--- src/sv/mfd_pkg.sv ---
`timescale 1ns / 1ps

package mfd_pkg;

  // Longest message that still reports a normal status
  localparam int unsigned MAX_FRAME_BYTES = 65536;
  // Byte counter saturates at MAX_FRAME_BYTES + 1
  localparam int unsigned CNT_W = $clog2(MAX_FRAME_BYTES + 2);

  // Parser phases
  localparam logic [3:0] PH_KIND      = 4'd0;
  localparam logic [3:0] PH_SEQ       = 4'd1;
  localparam logic [3:0] PH_TOPIC_LEN = 4'd2;
  localparam logic [3:0] PH_TOPIC     = 4'd3;
  localparam logic [3:0] PH_SVC_LEN   = 4'd4;
  localparam logic [3:0] PH_SVC       = 4'd5;
  localparam logic [3:0] PH_TYPE_LEN  = 4'd6;
  localparam logic [3:0] PH_TYPE      = 4'd7;
  localparam logic [3:0] PH_PSIZE     = 4'd8;
  localparam logic [3:0] PH_PAYLOAD   = 4'd9;
  localparam logic [3:0] PH_DONE      = 4'd10;
  localparam logic [3:0] PH_SKIP      = 4'd11;

  // Field tags
  localparam logic [3:0] TAG_KIND      = 4'd0;
  localparam logic [3:0] TAG_TOPIC_LEN = 4'd1;
  localparam logic [3:0] TAG_TOPIC     = 4'd2;
  localparam logic [3:0] TAG_TYPE_LEN  = 4'd3;
  localparam logic [3:0] TAG_TYPE      = 4'd4;
  localparam logic [3:0] TAG_SEQ       = 4'd5;
  localparam logic [3:0] TAG_SVC_LEN   = 4'd6;
  localparam logic [3:0] TAG_SVC       = 4'd7;
  localparam logic [3:0] TAG_PSIZE     = 4'd8;
  localparam logic [3:0] TAG_PAYLOAD   = 4'd9;
  localparam logic [3:0] TAG_IGNORED   = 4'd10;

  // Frame status
  localparam logic [2:0] STAT_OK       = 3'd0;
  localparam logic [2:0] STAT_KIND     = 3'd1;
  localparam logic [2:0] STAT_TRUNC    = 3'd2;
  localparam logic [2:0] STAT_MISMATCH = 3'd3;
  localparam logic [2:0] STAT_TOO_LONG = 3'd4;

  // Frame kinds
  localparam logic [1:0] KIND_PUBLISH  = 2'd0;
  localparam logic [1:0] KIND_REQUEST  = 2'd1;
  localparam logic [1:0] KIND_RESPONSE = 2'd2;
  localparam logic [1:0] KIND_UNKNOWN  = 2'd3;

  // Configuration register indexes
  localparam logic [1:0] REG_PUBLISH  = 2'd0;
  localparam logic [1:0] REG_REQUEST  = 2'd1;
  localparam logic [1:0] REG_RESPONSE = 2'd2;

  typedef struct packed {
    logic [7:0]  byte_out;
    logic [3:0]  field_tag;
    logic        frame_end;
    logic [2:0]  frame_status;
    logic [1:0]  frame_kind;
    logic [31:0] sequence_id;
    logic [31:0] payload_length;
  } result_t;

  // Phase that follows a string body
  function automatic logic [3:0] after_string(input logic [3:0] body);
    return (body == PH_TYPE) ? PH_PSIZE : PH_TYPE_LEN;
  endfunction

endpackage

--- src/sv/message_frame_deframer_unit.sv ---
`timescale 1ns / 1ps

// Byte-serial frame parser: takes one message byte per cycle while in_stall is
// low and returns one registered result word per byte, with the byte echoed and
// tagged by field; the word of the last byte also carries status, kind,
// sequence id and payload size. Sustained rate is one byte per clock while the
// output does not stall; the phase update between the parser state and the
// result register is combinational. A skid register behind the result register
// lets the input take one more byte after the output stalls. Kind codes are to be
// written through the cfg port while no frame is in flight; the block does not enforce it.
module message_frame_deframer_unit (
  input  logic        clk,
  input  logic        rst,
  input  logic        cfg_we,
  input  logic [1:0]  cfg_index,
  input  logic [7:0]  cfg_data,
  input  logic        in_valid,
  output logic        in_stall,
  input  logic [7:0]  data_byte,
  input  logic        last_byte,
  output logic        out_valid,
  input  logic        out_stall,
  output logic [7:0]  byte_out,
  output logic [3:0]  field_tag,
  output logic        frame_end,
  output logic [2:0]  frame_status,
  output logic [1:0]  frame_kind,
  output logic [31:0] sequence_id,
  output logic [31:0] payload_length
);

  localparam logic [mfd_pkg::CNT_W-1:0] MAX_CNT = mfd_pkg::CNT_W'(mfd_pkg::MAX_FRAME_BYTES);

  logic [7:0] publish_code, request_code, response_code;

  logic [3:0]  phase, phase_next;
  logic [1:0]  fbi, fbi_next;
  logic [15:0] str_rem, str_rem_next;
  logic [31:0] pay_rem, pay_rem_next;
  logic [31:0] seq, seq_next;
  logic [31:0] size, size_next;
  logic [1:0]  kind, kind_next;
  logic        kind_err, kind_err_next;
  logic        overrun, overrun_next;
  logic [mfd_pkg::CNT_W-1:0] count, count_next;

  mfd_pkg::result_t res, out_word, skid_word;
  logic skid_valid;
  logic in_acc;

  assign in_stall = skid_valid;
  assign in_acc   = in_valid && !skid_valid;

  always_ff @(posedge clk) begin
    if (rst) begin
      publish_code  <= 8'd0;
      request_code  <= 8'd1;
      response_code <= 8'd2;
    end else if (cfg_we) begin
      case (cfg_index)
        mfd_pkg::REG_PUBLISH:  publish_code  <= cfg_data;
        mfd_pkg::REG_REQUEST:  request_code  <= cfg_data;
        mfd_pkg::REG_RESPONSE: response_code <= cfg_data;
        default: ;
      endcase
    end
  end

  always_comb begin
    logic [15:0] str_dec;
    logic [31:0] pay_dec;
    phase_next    = phase;
    fbi_next      = fbi;
    str_rem_next  = str_rem;
    pay_rem_next  = pay_rem;
    seq_next      = seq;
    size_next     = size;
    kind_next     = kind;
    kind_err_next = kind_err;
    overrun_next  = overrun;
    count_next    = (count <= MAX_CNT) ? count + mfd_pkg::CNT_W'(1) : count;
    str_dec       = (str_rem != 16'd0) ? str_rem - 16'd1 : str_rem;
    pay_dec       = (pay_rem != 32'd0) ? pay_rem - 32'd1 : pay_rem;
    res           = '0;
    res.field_tag = mfd_pkg::TAG_IGNORED;

    case (phase)
      mfd_pkg::PH_KIND: begin
        res.field_tag = mfd_pkg::TAG_KIND;
        fbi_next = 2'd0;
        if (data_byte == publish_code) begin
          kind_next  = mfd_pkg::KIND_PUBLISH;
          phase_next = mfd_pkg::PH_TOPIC_LEN;
        end else if (data_byte == request_code) begin
          kind_next  = mfd_pkg::KIND_REQUEST;
          phase_next = mfd_pkg::PH_SEQ;
        end else if (data_byte == response_code) begin
          kind_next  = mfd_pkg::KIND_RESPONSE;
          phase_next = mfd_pkg::PH_SEQ;
        end else begin
          kind_next     = mfd_pkg::KIND_UNKNOWN;
          kind_err_next = 1'b1;
          phase_next    = mfd_pkg::PH_SKIP;
        end
      end
      mfd_pkg::PH_SEQ: begin
        res.field_tag = mfd_pkg::TAG_SEQ;
        seq_next = {seq[23:0], data_byte};
        if (fbi == 2'd3) begin
          fbi_next   = 2'd0;
          phase_next = (kind == mfd_pkg::KIND_REQUEST) ? mfd_pkg::PH_SVC_LEN
                                                       : mfd_pkg::PH_TYPE_LEN;
        end else begin
          fbi_next = fbi + 2'd1;
        end
      end
      mfd_pkg::PH_TOPIC_LEN, mfd_pkg::PH_SVC_LEN, mfd_pkg::PH_TYPE_LEN: begin
        res.field_tag = (phase == mfd_pkg::PH_TOPIC_LEN) ? mfd_pkg::TAG_TOPIC_LEN :
                        (phase == mfd_pkg::PH_SVC_LEN)   ? mfd_pkg::TAG_SVC_LEN :
                                                           mfd_pkg::TAG_TYPE_LEN;
        str_rem_next = {str_rem[7:0], data_byte};
        if (fbi != 2'd0) begin
          fbi_next = 2'd0;
          // an empty string skips its body
          phase_next = ({str_rem[7:0], data_byte} != 16'd0) ? phase + 4'd1
                       : mfd_pkg::after_string(phase + 4'd1);
        end else begin
          fbi_next = 2'd1;
        end
      end
      mfd_pkg::PH_TOPIC, mfd_pkg::PH_SVC, mfd_pkg::PH_TYPE: begin
        res.field_tag = (phase == mfd_pkg::PH_TOPIC) ? mfd_pkg::TAG_TOPIC :
                        (phase == mfd_pkg::PH_SVC)   ? mfd_pkg::TAG_SVC :
                                                       mfd_pkg::TAG_TYPE;
        str_rem_next = str_dec;
        if (str_dec == 16'd0) phase_next = mfd_pkg::after_string(phase);
      end
      mfd_pkg::PH_PSIZE: begin
        res.field_tag = mfd_pkg::TAG_PSIZE;
        size_next    = {size[23:0], data_byte};
        pay_rem_next = {size[23:0], data_byte};
        if (fbi == 2'd3) begin
          fbi_next   = 2'd0;
          phase_next = ({size[23:0], data_byte} != 32'd0) ? mfd_pkg::PH_PAYLOAD
                                                          : mfd_pkg::PH_DONE;
        end else begin
          fbi_next = fbi + 2'd1;
        end
      end
      mfd_pkg::PH_PAYLOAD: begin
        res.field_tag = mfd_pkg::TAG_PAYLOAD;
        pay_rem_next  = pay_dec;
        if (pay_dec == 32'd0) phase_next = mfd_pkg::PH_DONE;
      end
      mfd_pkg::PH_DONE: begin
        res.field_tag = mfd_pkg::TAG_IGNORED;
        overrun_next  = 1'b1;
      end
      default: res.field_tag = mfd_pkg::TAG_IGNORED;
    endcase

    res.byte_out  = data_byte;
    res.frame_end = last_byte;

    if (last_byte) begin
      if (count_next > MAX_CNT)             res.frame_status = mfd_pkg::STAT_TOO_LONG;
      else if (kind_err_next)               res.frame_status = mfd_pkg::STAT_KIND;
      else if (phase_next == mfd_pkg::PH_DONE)
        res.frame_status = overrun_next ? mfd_pkg::STAT_MISMATCH : mfd_pkg::STAT_OK;
      else if (phase_next == mfd_pkg::PH_PAYLOAD) res.frame_status = mfd_pkg::STAT_MISMATCH;
      else                                  res.frame_status = mfd_pkg::STAT_TRUNC;
      res.frame_kind     = kind_next;
      res.sequence_id    = (kind_next == mfd_pkg::KIND_REQUEST ||
                            kind_next == mfd_pkg::KIND_RESPONSE) ? seq_next : 32'd0;
      res.payload_length = size_next;
      // drop all frame state for the next message
      phase_next    = mfd_pkg::PH_KIND;
      fbi_next      = 2'd0;
      str_rem_next  = 16'd0;
      pay_rem_next  = 32'd0;
      seq_next      = 32'd0;
      size_next     = 32'd0;
      kind_next     = mfd_pkg::KIND_PUBLISH;
      kind_err_next = 1'b0;
      overrun_next  = 1'b0;
      count_next    = '0;
    end
  end

  always_ff @(posedge clk) begin
    if (rst) begin
      phase    <= mfd_pkg::PH_KIND;
      fbi      <= 2'd0;
      str_rem  <= 16'd0;
      pay_rem  <= 32'd0;
      seq      <= 32'd0;
      size     <= 32'd0;
      kind     <= mfd_pkg::KIND_PUBLISH;
      kind_err <= 1'b0;
      overrun  <= 1'b0;
      count    <= '0;
    end else if (in_acc) begin
      phase    <= phase_next;
      fbi      <= fbi_next;
      str_rem  <= str_rem_next;
      pay_rem  <= pay_rem_next;
      seq      <= seq_next;
      size     <= size_next;
      kind     <= kind_next;
      kind_err <= kind_err_next;
      overrun  <= overrun_next;
      count    <= count_next;
    end
  end

  // output register with one skid word behind it
  always_ff @(posedge clk) begin
    if (rst) begin
      out_valid  <= 1'b0;
      skid_valid <= 1'b0;
    end else if (!out_valid || !out_stall) begin
      if (skid_valid) begin
        out_valid  <= 1'b1;
        skid_valid <= 1'b0;
      end else begin
        out_valid <= in_acc;
      end
    end else if (in_acc) begin
      skid_valid <= 1'b1;
    end
  end

  always_ff @(posedge clk) begin
    if (!out_valid || !out_stall) begin
      if (skid_valid) out_word <= skid_word;
      else if (in_acc) out_word <= res;
    end else if (in_acc) begin
      skid_word <= res;
    end
  end

  assign byte_out       = out_word.byte_out;
  assign field_tag      = out_word.field_tag;
  assign frame_end      = out_word.frame_end;
  assign frame_status   = out_word.frame_status;
  assign frame_kind     = out_word.frame_kind;
  assign sequence_id    = out_word.sequence_id;
  assign payload_length = out_word.payload_length;

endmodule

--- config.mk ---
export PLATFORM = sky130hd
export DESIGN_NAME = message_frame_deframer_unit
export DESIGN_NICKNAME = d
export VERILOG_FILES = /design/src/sv/mfd_pkg.sv /design/src/sv/message_frame_deframer_unit.sv
export SDC_FILE = /design/constraint.sdc
export NUM_CORES = 1
export LEC_CHECK = 0
export BUFFER_PORTS_ARGS = -buffer_cell sky130_fd_sc_hd__buf_2
export CAP_MARGIN = 30
export CORE_ASPECT_RATIO = 1.2
export CORE_MARGIN = 4
export CORE_UTILIZATION = 45
export DETAILED_ROUTE_END_ITERATION = 7
export GPL_ROUTABILITY_DRIVEN = 0
export PLACE_DENSITY = 0.72
export SETUP_SLACK_MARGIN = 0.05
export SLEW_MARGIN = 20
export SYNTH_ARGS = -nofsm -noshare
export SYNTH_HDL_FRONTEND = slang
export SYNTH_SLANG_ARGS = --single-unit
--- constraint.sdc ---
create_clock -name clk -period 10.4 [get_ports clk]
set_input_delay 1.56 -clock clk [delete_from_list [all_inputs] [get_ports clk]]
set_output_delay 1.56 -clock clk [all_outputs]
set_load 0.05 [all_outputs]
======== Yosys cells after proc, flatten, opt, wreduce, memory -nomap -nowiden ========
Cells that the tools add are included.
word-level totals
  register bits after elaboration ......... 329
  bits in latches ......................... 0
  RAM bits ................................ 0
  bits in read-only memories .............. 0
  bits of input ports ..................... 24
  output and inout bits ................... 84
  logic and storage cells ................. 148
  memories ................................ 0
operators by class
  $add $sub $neg .......................... 5
  multiply operators ...................... 0
  div/mod/pow operators ................... 0
  $lt $le $gt $ge ......................... 2
  equal/unequal tests ..................... 22
  shift-type cells ........................ 0
  mux-type cells .......................... 58
  bitwise gates (word level) .............. 1
  reductions and logical operators ........ 31
operators by type and width
  kind                     number
  $mux W32                 7
  $mux W82                 2
  $mux W69                 1
  $pmux W32 S2             1
  $reduce_bool A32 Y1      2
  $mux W4                  12
  $pmux W4 S6              2
  $mux W17                 2
  $logic_not A32 Y1        1
  $mux W16                 2
  $pmux W16 S2             1
  $reduce_bool A16 Y1      2
  $sub A32 B1 Y32 const B  1
  $eq A8 B8 Y1             3
  $mux W2                  12
  $eq A4 B3 Y1 const B     5
  $eq A4 B4 Y1 const B     5
  $add A17 B1 Y17 const B  1
  $gt A17 B17 Y1 const B   1
  $le A17 B17 Y1 const B   1
  $logic_not A16 Y1        1
  $reduce_and A2 Y1        8
  $sub A16 B1 Y16 const B  1
  $mux W3                  4
  other kinds (19)         41

======== Depth between registers and ports, before layout ========
Gate-level depths: netlist of the first run.
  depth after elaboration ................. 14
  mapped depth ............................ 14
  mapped depth without buffers ............ 12

======== Worst setup path before layout of the first run ========
Ideal clock, no wire load.
  path kind ............................... input-to-reg
  start ................................... in in_valid
  end ..................................... reg out_word (netlist bit byte_out[0]), enable pin
  data arrival time ....................... 5.605 ns
  required time ........................... 9.851 ns
  slack ................................... 4.246 ns
  cell stages on the path ................. 2
  path through ............................ nor2_1 -> a21oi_1
on the way
  cells in the longest elaborated chain, start to end .. 3
ends and longest elaborated chain
  element                       RTL line                            source
  start: declaration            message_frame_deframer_unit.sv:17   input logic in_valid,
  $logic_and A1 B1 Y1           message_frame_deframer_unit.sv:52   assign in_acc = in_valid && !skid_valid;
  $reduce_bool A2 Y1 (no line)  -
  $reduce_and A2 Y1 (no line)   -
  end signal: assignment        message_frame_deframer_unit.sv:235  if (skid_valid) out_word <= skid_word;
  end signal: assignment        message_frame_deframer_unit.sv:236  else if (in_acc) out_word <= res;
  end: declaration              message_frame_deframer_unit.sv:47   mfd_pkg::result_t res, out_word, skid_word;
Every way passes these cells.
A chain may end at the register's enable or synchronous reset.

======== Worst setup path in the final report of the first run ========
  start ................................... reg pay_rem[0]
  end ..................................... reg out_word (netlist bit frame_status[0]) (data pin)
on the way
  cells in the longest elaborated chain, start to end .. 13
  elaborated cells between the ends (all ways) .. 15
  those cells by class .................... add/sub (1); eq/ne (2); mux (10); reduce/logical (2)
ends and longest elaborated chain
  element                                                        RTL line                            source
  start: declaration                                             message_frame_deframer_unit.sv:39   logic [31:0] pay_rem, pay_rem_next;
  start signal: assignment                                       message_frame_deframer_unit.sv:206  pay_rem <= pay_rem_next;
  $sub A32 B1 Y32 / $reduce_bool A32 Y1 (equally long branches)  message_frame_deframer_unit.sv:83   pay_dec = (pay_rem != 32'd0) ? pay_rem - 32'd1 : pay_rem;
  $mux W32 *                                                     message_frame_deframer_unit.sv:83
  $logic_not A32 Y1 *                                            message_frame_deframer_unit.sv:153  if (pay_dec == 32'd0) phase_next = mfd_pkg::PH_DONE;
  $mux W4 *                                                      message_frame_deframer_unit.sv:153
  $pmux W4 S6 *                                                  message_frame_deframer_unit.sv:87   case (phase)
  $eq A4 B4 Y1                                                   message_frame_deframer_unit.sv:170  else if (phase_next == mfd_pkg::PH_PAYLOAD) res.frame_status = mfd_pkg::STAT_MISMATCH;
  $mux W1                                                        message_frame_deframer_unit.sv:170
  $mux W2 *                                                      message_frame_deframer_unit.sv:168  else if (phase_next == mfd_pkg::PH_DONE)
  $mux W2 *                                                      message_frame_deframer_unit.sv:167  else if (kind_err_next) res.frame_status = mfd_pkg::STAT_KIND;
  $mux W3 *                                                      message_frame_deframer_unit.sv:166  if (count_next > MAX_CNT) res.frame_status = mfd_pkg::STAT_TOO_LONG;
  $mux W69 *                                                     message_frame_deframer_unit.sv:165  if (last_byte) begin
  $mux W82 *                                                     message_frame_deframer_unit.sv:236
  $mux W82 *                                                     message_frame_deframer_unit.sv:235
Every way passes the cells marked *; elsewhere a longest branch is shown, timed or not. The select of a mux whose other input is x is not followed.

==> flow_summary.json, run 1 <==
{
  "status": "complete, no violations",
  "synthTopCellsByCount": "nor2_1 (278), nand2_1 (178), dfxtp_1 (165)",
  "dr.pass1.iters": 6,
  "r2r_setup_slack_ns": 5.83,
  "dp.cells": 2206,
  "critPathKind": "flop to flop",
  "critPathArrivalTime_ns": 4.91,
  "setup.worst_path.start_class": "flop",
  "ys_async_sr_fraction_pct": 0,
  "clk_latency_ns": 0.51,
  "htree_levels": 2,
  "post_cts_resized": 0,
  "wirelength_um": 43000,
  "setup_viol": 0,
  "slew_viol_final": 0,
  "die_h_um": 218,
  "fin_crit_sh_pct": 44.0,
  "grt_max_degree": 87,
  "hold_viol_final": 0,
  "register_area_um2": 8230,
  "ant_nets": 0,
  "grt_pass1_vias": 13000,
  "tritoncts": "done",
  "die_area_um2": 39900,
  "pin_count": 108,
  "worstMarginPinSlew_ns": 0.964,
  "rows": 76,
  "synth_edf_count": 164,
  "fin_crit_ns": 4.57,
  "skew_ns": 0.0137,
  "worstHoldStart": "pay_rem[19]",
  "crit_chain": "inv_1 > ha_1 > nor3b_1 > nand4_1 > nor4_4 > o21a_1 > o2111ai_1 > nor4b_1 > nand3_1 > a21oi_2 > mux2_4 > o31ai_2",
  "wire_per_inst_um": 19.0,
  "critPathBufInv": 1,
  "timing.rr.end": "frame_status[0]",
  "gr-total-overflow": 0,
  "synth_area_leaders": "edfxtp_1 (30%), dfxtp_1 (20%), nor2_1 (6.3%), mux2i_1 (5.4%), nand2_1 (4.0%)",
  "area_growth_pct": 11.3,
  "ys_seq_area_share_pct": 49.7,
  "p_sw_share_pct": 28.0,
  "r2r_cells": 12,
  "ys_ff_latch": 329,
  "holdPathEnd": "pay_rem[19]",
  "port_buffers": 107,
  "rsz0062_at_grt": "false",
  "p_int_mw": 2.19,
  "antenna_found_initial": 0,
  "post_cts_buffers": 0,
  "cts_buffers": 34,
  "layoutNonFillerInstCount": 2267,
  "synthesis.nets": 1786,
  "clockRootBuffer": "clkbuf_16",
  "synth_cell_types": 86,
  "cp.required_ns": 10.74,
  "maxCapViolations": 0,
  "irDropWorstVdd_mv": 0.0916,
  "power.density_nw_per_um2": 165,
  "drc": 0,
  "power.leakage_nw": 7.04,
  "yosysMostFrequentCell": "nor2_1",
  "cts.path.max_buffers": 3,
  "r2r_start": "pay_rem[0]",
  "p_clk_share_pct": 38.4,
  "dp_hpwl_um": 28000,
  "switchingPower_uw": 850,
  "cp_slowest_cell": "nor4_4",
  "max_slew_margin_pct": 34.8,
  "p_seq_share_pct": 46.9,
  "setup_tns_ns": 0,
  "initial_utilization_pct": 45.8,
  "syn_area_um2": 16600,
  "die_w_um": 183,
  "syn-instance-count": 1751,
  "max_stage_delay_ns": 0.90,
  "netlist.area_leader.share_pct": 29.7,
  "grt_pass1_wl_um": 69300,
  "synth_area_per_cell_um2": 9.46,
  "drtIter0Drc": 1592,
  "multi_input_area_um2": 7740,
  "num_vias": 13800,
  "synth_area_leader_cell": "edfxtp_1",
  "avgViaCountPerCell": 6.10,
  "endpoint_kind": "flop",
  "drive_above_1_share_pct": 13.1,
  "synth_flop_cell": "dfxtp_1",
  "cts_hold_buf": 0,
  "clock.fmax_mhz": 219,
  "final_nets": 1809,
  "combPwrFrac_pct": 14.7,
  "clk_pin_slew_ns": 0.06,
  "cts.sinks": 329,
  "fp.coreArea_um2": 36100,
  "worstPathMaxFanout": 16,
  "num-fill-cells": 3210,
  "worst_path_dominant_cell_family": "simple AND/OR/NAND/NOR gates",
  "antennaDiodeCount": 0,
  "min_path_cells": 2,
  "hold_class": "flop to flop",
  "track_usage_pct": 20.9,
  "yosysWarnings": 0
}
-- metal layers --
layer | wire length, um | share of wire (%) | track usage [%]
met5 | 0 | 0 | 0
met4 | 1350 | 3.1 | 7.48
met3 | 2980 | 6.9 | 2.68
met2 | 20700 | 48 | 34.8
met1 | 18000 | 42 | 27.9
-- power groups by stage --
| stage | clock network, mW | logic [mW] | registers [mW] |
|---|---|---|---|
| floorplan | 0 | 0.261 | 1.52 |
| global placement | 0 | 0.432 | 1.45 |
| detailed placement | 0 | 0.441 | 1.45 |
| CTS | 1.19 | 0.443 | 1.43 |
| global route | 1.24 | 0.479 | 1.43 |
| finish | 1.17 | 0.448 | 1.43 |
-- layout by cell type (no fill, tap or decap), types with 13 or more instances in the layout --
cell type and n:
a21oi_1 86, mux2i_1 89, o31ai_1 78, buf_2 106, nand3_1 29, a22oi_1 88
or3_1 13, o211ai_1 19, clkbuf_16 36, xor2_1 21, edfxtp_1 164, nor3_1 34
nor2_1 275, inv_1 21, mux2_2 15, dfxtp_1 164, xnor2_1 23, buf_4 23
nand2_1 177, o21ai_0 62, nor4_1 26, a31oi_1 13, nand4_1 18
-- sequential cells by signal (all words and copies together) (netlist names), 2 cells and up --
register	cells
response_code	8
kind	2
count	17
pay_rem	32
sequence_id	32
fbi	2
skid_word	82
payload_length	32
str_rem	16
phase	4
size	32
frame_kind	2
publish_code	8
field_tag	4
byte_out	8
seq	32
request_code	8
frame_status	3
-- cell type report --
cell class                 count  share of cell area, %
sequential                   329                   44.7
multi-input combinational   1257                   42.0
clock buffer                  49                   5.32
timing repair buffer         130                   3.92
tap                          468                   3.18
clock inverter                12                  0.482
inverter                      22                  0.448
-- worst reg2reg max path: cells and delay by family, from the launching register on --
family                     cells  cell delay [ns]
buffers and inverters          1             0.09
muxes                          1             0.33
adders and majority gates      1             0.24
and+or+nand+nor                5             2.45
DFF                            1             0.38
AOI/OAI and AO/OA              4             0.91
-- cells by family (layout without fill, tap and decap cells) --
family          after synthesis  after routing  synth area share [%]
mux                         105            105                  6.49
fa+ha+maj                    11             11                 0.831
xor+xnor                     44             44                  2.33
simple gates                672            672                  19.2
compound gates              425            425                  17.6
buf+inv                     165            213                  3.91
flops                       329            329                  49.7
-- worst max-delay path by stage --
stage / depth (start not counted) / end / from
global route: 12 / frame_status[1] / pay_rem[0]
detailed placement: 8 / size[31] / last_byte
global placement: 8 / size[6] / last_byte
CTS: 12 / frame_status[0] / pay_rem[0]
finish: 12 / frame_status[0] / pay_rem[0]
floorplan: 2 / byte_out[0] / in_valid
-- stage by stage --
step	instance area [um2]	setup slack [ns]	hold slack (ns)	power [mW]	util [%]
floorplan	16600	4.25	0.449	1.78	-
global placement	17300	5.55	0.461	1.88	47.9
detailed placement	17400	5.87	0.477	1.90	48.1
CTS	18400	5.93	0.486	3.06	51.0
global route	18400	5.64	0.512	3.15	51.0
finish	18400	5.83	0.491	3.04	51.0
Power figures use the tool's default switching activity.
==> inputs of run 2 (changes only) <==
- PLACE_DENSITY: 0.72 -> 0.75
- clock period: 10.4 -> 4.1 ns (I/O delays scaled with it)
==> flow_summary.json, run 2 (synthesis gave the netlist of run 1 again) <==
{
  "avgViaCountPerCell": 6.14,
  "grt_pass1_wl_um": 69800,
  "drc": 0,
  "crit_chain": "inv_1 > ha_2 > or4b_1 > nor4b_1 > mux2i_1 > o21ai_1 > or3_1 > a21o_1 > nand4b_1 > a21oi_1 > nand3_1 > a32o_1",
  "worstHoldStart": "cfg_data[2]",
  "irDropWorstVdd_mv": 0.299,
  "track_usage_pct": 20.9,
  "startpoint": "str_rem[0]",
  "setup.worst_path.start_class": "flop",
  "skew_ns": 0.0139,
  "largest_reg_flops": 82,
  "dp_hpwl_um": 28900,
  "layout_common_cells": "nor2_1 (275), nand2_1 (177), edfxtp_1 (164), dfxtp_1 (164), buf_2 (106)",
  "grt_pass1_vias": 13200,
  "die_w_um": 183,
  "setup_tns_ns": 0,
  "power.density_nw_per_um2": 403,
  "gr-total-overflow": 0,
  "hold_viol_final": 0,
  "fin_area_um2": 18500,
  "fp.coreArea_um2": 36100,
  "worstMarginPinSlew_ns": 0.965,
  "clockRootBuffer": "clkbuf_16",
  "wire_per_inst_um": 19.2,
  "critPathKind": "flop to flop",
  "area_growth_pct": 11.8,
  "rsz0062_at_grt": "false",
  "maxCapViolations": 0,
  "num_vias": 14000,
  "drive_above_1_share_pct": 14.0,
  "endpoint_kind": "flop",
  "final_core_util_pct": 51.2,
  "critPathBufInv": 1,
  "dp.cells": 2229,
  "drtIter0Drc": 1678,
  "worstPathMaxFanout": 10,
  "power.leakage_nw": 7.10,
  "clk_pin_slew_ns": 0.07,
  "power_mw": 7.46,
  "dp_slack_ns": 0.230,
  "layoutNonFillerInstCount": 2287,
  "final_nets": 1830,
  "initial_utilization_pct": 45.8,
  "cts.path.max_buffers": 3,
  "antennaDiodeCount": 0,
  "cts_hold_buf": 0,
  "clk_latency_ns": 0.57,
  "fin_crit_ns": 3.79,
  "cp_slowest_cell": "or4b_1",
  "worst_path_dominant_cell_family": "simple AND/OR/NAND/NOR gates",
  "setup_viol": 0,
  "tritoncts": "done",
  "pin_count": 108,
  "wirelength_um": 43800,
  "regMostFlops": "skid_word",
  "max_stage_delay_ns": 0.55,
  "slew_viol_final": 0,
  "final_common_cell": "nor2_1",
  "port_buffers": 107,
  "critPathArrivalTime_ns": 4.12,
  "grt_max_degree": 85,
  "place_area_um2": 17500,
  "status": "complete, no violations",
  "hold_ws_ns": 0.310,
  "die_area_um2": 39900,
  "cts_buffers": 30,
  "cts.sinks": 329,
  "fin_crit_sh_pct": 92.5,
  "max_slew_margin_pct": 35.4,
  "clock.fmax_mhz": 264,
  "htree_levels": 1,
  "hold_class": "primary input to flop",
  "fin_ws_ns": 0.308,
  "cp.required_ns": 4.43,
  "ant_nets": 0,
  "rows": 76,
  "die_h_um": 218,
  "r2r_start": "str_rem[0]",
  "antenna_found_initial": 1,
  "dr.pass1.iters": 7
}
run 2: cell types whose count changed in the layout (fill, tap and decap cells not counted), moves of 3 or more:
cell and delta:
buf_4 +22, clkbuf_16 -5, clkinv_2 -4, buf_12 +3
run 2: power breakdown:
part           switching [mW]  internal [mW]  total (mW)
clock network            1.20           1.47        2.67
registers              0.0652           3.55        3.62
logic                   0.817          0.354        1.17
total                    2.09           5.37        7.46
run 2: timing repair:
item / 4_1_cts / 5_1_grt
gates resized for setup: 0 / 2
hold endpoints to repair: 0 / 0
setup buffers: 0 / 1
endpoints found under the setup margin: 0 / 4
run 2: final cells by class:
type	count	area, um2
clock inverters	8	52.6
well taps	468	586
multi-input cells	1257	7730
clock buffers	48	878
flip-flops and latches	329	8230
inverters	22	82.6
fillers	3216	17600
repair buffers	155	948
run 2: layer usage:
layer	up-vias	part of all wire, %	track usage, %
met4	0	4.0	8.27
li1	6533	-	-
met5	-	0	0
met3	145	7.5	2.38
met2	681	48	35.5
met1	6687	40	27.4
run 2: worst paths after layout:
| path | depth (start not counted) | endpoint | slack [ns] |
|---|---|---|---|
| max | 12 | frame_status[1] | 0.31 |
| min | 3 | request_code[2] | 0.31 |
| max reg2reg | 12 | frame_status[1] | 0.31 |
| min reg2reg | 2 | fbi[1] | 0.48 |
run 2: worst reg2reg max path: stages, from the launching register on:
cell and delay, ns:
dfxtp_1 0.40, inv_1 0.09, ha_2 0.29, or4b_1 0.55
nor4b_1 0.35, mux2i_1 0.27, o21ai_1 0.17, or3_1 0.40
a21o_1 0.20, nand4b_1 0.22, a21oi_1 0.24, nand3_1 0.14
a32o_1 0.24
